File: src/sv/rvat_pkg.sv
// Shared types and constants for the RVA to file offset translator.
// Depends on nothing; used by every module of the block by scoped names.
package rvat_pkg;

  // Section table depth
  localparam int MAX_SECTIONS = 128;
  localparam int IDX_W = (MAX_SECTIONS > 1) ? $clog2(MAX_SECTIONS) : 1;
  localparam int CNT_W = $clog2(MAX_SECTIONS + 1);

  // Field widths
  localparam int ADDR_W = 64;
  localparam int SECT_W = 32;
  localparam int STATUS_W = 2;
  localparam int CFG_IDX_W = 1;

  // Request types
  localparam logic REQ_APPEND = 1'b0;
  localparam logic REQ_TRANSLATE = 1'b1;

  // Result status codes
  localparam logic [STATUS_W-1:0] STATUS_OK = 2'd0;
  localparam logic [STATUS_W-1:0] STATUS_MISS = 2'd1;
  localparam logic [STATUS_W-1:0] STATUS_FULL = 2'd2;

  // Configuration register indexes
  localparam logic [CFG_IDX_W-1:0] REG_LOADED_MODE = 1'd0;
  localparam logic [CFG_IDX_W-1:0] REG_LOAD_ADDRESS = 1'd1;

  // One stored section
  typedef struct packed {
    logic [SECT_W-1:0] start;
    logic [SECT_W-1:0] span;
    logic [SECT_W-1:0] raw_pointer;
  } sect_t;

  // Outcome of testing one section against an address
  typedef struct packed {
    logic covers;
    logic [ADDR_W-1:0] offset;
  } match_t;

endpackage

File: src/sv/rvat_match.sv
// Shared section compare and map unit: tests one section against an address
// and forms the file offset. Depends on rvat_pkg for sect_t and match_t.
module rvat_match (
  input  rvat_pkg::sect_t             sect,
  input  logic [rvat_pkg::ADDR_W-1:0] addr,
  output rvat_pkg::match_t            result
);

  logic [rvat_pkg::SECT_W-1:0] sect_end;
  logic [rvat_pkg::SECT_W-1:0] addr_lo;
  logic                        upper_zero;
  logic [rvat_pkg::SECT_W-1:0] delta;
  logic [rvat_pkg::SECT_W:0]   mapped;

  // Section end wraps at 32 bits
  assign sect_end = sect.start + sect.span;
  assign addr_lo = addr[rvat_pkg::SECT_W-1:0];
  assign upper_zero = (addr[rvat_pkg::ADDR_W-1:rvat_pkg::SECT_W] == '0);

  // A covered address is below 2^32 and at or above start, so the
  // difference fits in 32 bits and the mapped offset in 33
  assign delta = addr_lo - sect.start;
  assign mapped = {1'b0, delta} + {1'b0, sect.raw_pointer};

  assign result.covers = upper_zero && (addr_lo >= sect.start) && (addr_lo < sect_end);
  assign result.offset = {{(rvat_pkg::ADDR_W - rvat_pkg::SECT_W - 1){1'b0}}, mapped};

endmodule
File: config.mk
export PLATFORM = sky130hd
export DESIGN_NAME = rvat_match
export DESIGN_NICKNAME = d
export VERILOG_FILES = /design/src/sv/rvat_pkg.sv /design/src/sv/rvat_match.sv
export SDC_FILE = /design/constraint.sdc
export NUM_CORES = 1
export LEC_CHECK = 0
export ABC_AREA = 1
export BUFFER_PORTS_ARGS = -buffer_cell sky130_fd_sc_hd__buf_4
export CAP_MARGIN = 0
export CORE_MARGIN = 2
export CORE_UTILIZATION = 40
export DETAILED_ROUTE_END_ITERATION = 8
export PLACE_DENSITY = 0.66
export SLEW_MARGIN = 10
export SYNTH_ARGS = -nofsm -noshare
export SYNTH_HDL_FRONTEND = slang
export SYNTH_SLANG_ARGS = --single-unit
File: constraint.sdc
create_clock -name vclk -period 3.6
set_input_delay 0.36 -clock vclk [all_inputs]
set_output_delay 0.36 -clock vclk [all_outputs]
set_load 0.01 [all_outputs]
# Word-level counts from Yosys, hierarchy flattened
# Cells that the tools add are included.
# op_classes
reduce_logical,3
magnitude_cmp,2
n_eq_ne,0
n_div,0
n_bitwise,0
mul,0
add_sub_neg,3
n_shift,0
n_mux,0
# op_table
op,n
$add A32 B32 Y33,1
$add A32 B32 Y32,1
$ge A32 B32 Y1,1
$logic_not A32 Y1,1
$lt A32 B32 Y1,1
$sub A32 B32 Y32,1
$logic_and A1 B1 Y1,2
# word_totals
romBits,0
inputBits,160
register_bits,0
elab_cells,8
n_memories,0
latch_bits,0
mem_bits_rw,0
output_inout_bits,65

# Logic depth before layout (Yosys ltp)
# depth
depth_word,3
mapped_depth,25
depth_no_buf,25

# Worst setup path after synthesis
# OpenSTA, ideal clock, no wires.
# synth_path
path_kind,input to output
start,input port addr[0] (netlist bit)
end,output port result[29] (netlist bit)
cell_stages,23
path_buffers,0
setup_slack_ns,0.472
required_ns,3.240
arrival_time_ns,2.768
path_cell_list,inv_1 -> ha_1 -> inv_1 -> fa_1 -> nand2_1 -> nand2_1 -> nand3_1 -> nand2_2 -> nand3_2 -> nand2_2 -> nand3_2 -> nand2_1 -> nand2_1 -> nand2_1 -> ha_1 -> a21oi_1 -> inv_1 -> nor2_1 -> nand2_1 -> a21oi_1 -> nand2_1 -> nand2_1 -> nand2_1
# synth_rtl
element,line_no,text
from (decl),rvat_match.sv:5,"input logic [rvat_pkg::ADDR_W-1:0] addr,"
to (decl),rvat_match.sv:6,output rvat_pkg::match_t result

==> results by group <==
Timing
  • Setup violators final: 0
  • FMAX: 288 MHz
  • Tmin final: 3.48 ns
  • Final hold vios: 0
  • RSZ-0062 raised after global routing: yes
  • Period utilization: 0.966
  • Max-slew violations: 0

Power and ir drop
  • Worst vdd ir: 0.000100 V
  • Leakage power: ~5.7 nW
  • Switching power: roughly 0.0016 W
  • Power Total: 0.00286 W
  • Net switching fraction of the power: 0.562
  • Clock power share: 0
  • Reg power frac: 0
  • Power Dens Cells: roughly 270 nW/um^2
  • Logic pwr share: 1.000
  • Internal power: around 0.0013 W

Cells and area
  • Ant. Diodes: 0
  • Final-stage net count: a little under 2,000
  • Area Overhead vs Synth: 42.8%
  • Final Non-Filler Cells: roughly 1,900
  • Commonest non-fill, non-tap cell in the layout: nand2_1
  • Most frequent cells in the layout: nand2_1 (426), buf_4 (265), inv_1 (231)
  • Post-layout util: 0.585
  • Clock buffers: 0
  • Sequential cell area: 0 um^2
  • Fraction of final layout cells sized beyond drive strength 1: 0.288
  • Seq Cell Count: 0

Global route
  • Largest net degree at the start of global routing: 7
  • Initial antenna violation count: 0
  • Global-route wire length before repair: just over 40,000 um
  • Overall Global Routing Usage: 0.247
  • Vias in the first global route: roughly 8,700
  • Total gr overflow: 0

Placed design
  • Placed Cells: about 1,900
  • PortBufs: 194
  • GP Congestion: around 0.9
  • Hpwl dp: 23,400 um

Yosys
  • Synth cell types: 31
  • Mean post-synth cell area: 5.25 um^2
  • Mapped Area: 7410 um^2
  • Post-Synthesis Cells: approximately 1,400
  • Seq/Total Area, Yosys: 0
  • Synth warnings: 0

Route
  • Vias per cell: 4.93
  • WL/cell: about 14 um
  • Via Count: between 9,000 and 10,000
  • DRC errors left: 13
  • DRT antenna net count: 0
  • TritonRoute pass-1 iters: 7
  • Iteration-0 DRC Markers: 389
  • Final wirelength: around 26,000 um

Status
  • Failing checks: design-rule violations
  • Status: finished, violations left

Floorplanning
  • Core area: ~18,000 um^2
  • Initial cell density of the core: 0.410
  • Die width: ~140 um
  • Die Y: roughly 140 um
  • Die ar.: 19,600 um^2
  • IO Pins: about 230
  • Std cell rows: slightly below 50

Setup path
  • Worst-path fanout max: 4
  • Critical path required time: ~3.2 ns
  • Setup CP Type: input port to primary output
  • Worst Setup End Kind: primary output
  • Worst EP arrival: 3.12 ns
  • Critical Path Source Type: input port

Worst hold path
  • HP Class: input port to primary output

Job
  • Max_cap viols: 0
[power groups by stage]
stage | clock network [W] | logic (W) | registers (W)
after floorplan | 0 | 0.00151 | 0
after global placement | 0 | 0.00241 | 0
after detailed placement | 0 | 0.00243 | 0
after CTS | 0 | 0.00246 | 0
after global routing | 0 | 0.00314 | 0
final | 0 | 0.00286 | 0
[metrics by stage]
stage	setup slack, ns	setup TNS (ns)	hold WS [ns]	instance area (um^2)
3_3_place_gp	-0.0585	-0.154	1.02	9490
4_1_cts	-0.00456	-0.00884	1.03	9550
5_1_grt	-0.0660	-0.340	1.04	10600
6_report	0.122	0	1.03	10600
2_1_floorplan	0.472	0	0.871	7520
3_5_place_dp	-0.0907	-0.443	1.02	9490
[cell families (layout without fill, tap and decap cells)]
group                      Yosys count  count (layout)  share of synthesized area
other                                1              31                   0.000506
and+or+nand+nor                    752             752                      0.418
xor gates and xnor gates            49              49                     0.0579
buffers and inverters              271             507                      0.153
AOI/OAI and AO/OA                  209             209                      0.148
adders and majority gates          130             130                      0.223
[worst paths after layout]
path | startpoint | endpoint | cells after the start
worst max-delay path | addr[8] | result[30] | 20
worst min-delay path | sect[0] | result[0] | 3
[synthesized netlist by cell type (all sizes together)]
library cell / number / area, um^2
nand4: 5 / 31.3
a21oi: 123 / 616
inv: 240 / 901
ha: 127 / 1590
and2: 3 / 18.8
xor2: 33 / 289
o21a: 3 / 22.5
nand3b: 10 / 75.1
o21bai: 7 / 56.3
nand2: 478 / 1830
a21o: 2 / 15.0
nor2: 154 / 586
buf: 31 / 233
a21boi: 1 / 7.51
conb: 1 / 3.75
nor4: 1 / 12.5
a211oi: 1 / 7.51
or2: 1 / 6.26
xnor2: 16 / 140
fa: 3 / 60.1
o21ai: 72 / 372
nand3: 74 / 380
nor3: 26 / 155
[area by class of cell]
cell class	instances	area [um^2]
inverter	240	903
fill	1833	7500
timing repair buffer	267	2010
tap	229	287
multi-input combinational	1171	7380
[layer usage]
| layer | global-route usage | up-vias | part of all wire | routed length (um) |
|---|---|---|---|---|
| li1 | - | 4968 | - | - |
| met1 | 0.334 | 4143 | 0.46 | 12300 |
| met2 | 0.434 | 240 | 0.47 | 12500 |
| met3 | 0.00718 | 44 | 0.036 | 948 |
| met4 | 0.0686 | 0 | 0.028 | 747 |
| met5 | 0 | - | 0 | 0 |
[worst max-delay path: stages]
cell,delay (ns)
buf_4,0.12
ha_2,0.38
nand2_1,0.08
inv_1,0.07
nand2_1,0.07
inv_1,0.07
nand3_1,0.06
nand3b_1,0.13
buf_4,0.14
xor2_1,0.20
ha_2,0.35
a21oi_2,0.18
o21ai_0,0.14
a21oi_1,0.21
nand2_2,0.13
nand2_2,0.11
nand2_1,0.06
nand2_1,0.05
nand2_1,0.05
buf_4,0.14
[repair_timing]
item	CTS	global route
buffers inserted	0	12
cloned	0	0
resized for setup	17	220
pin swaps	3	50
hold buffers	0	0
setup endpoints to repair	9	23
No activity file was read; power rests on OpenSTA's default activity.
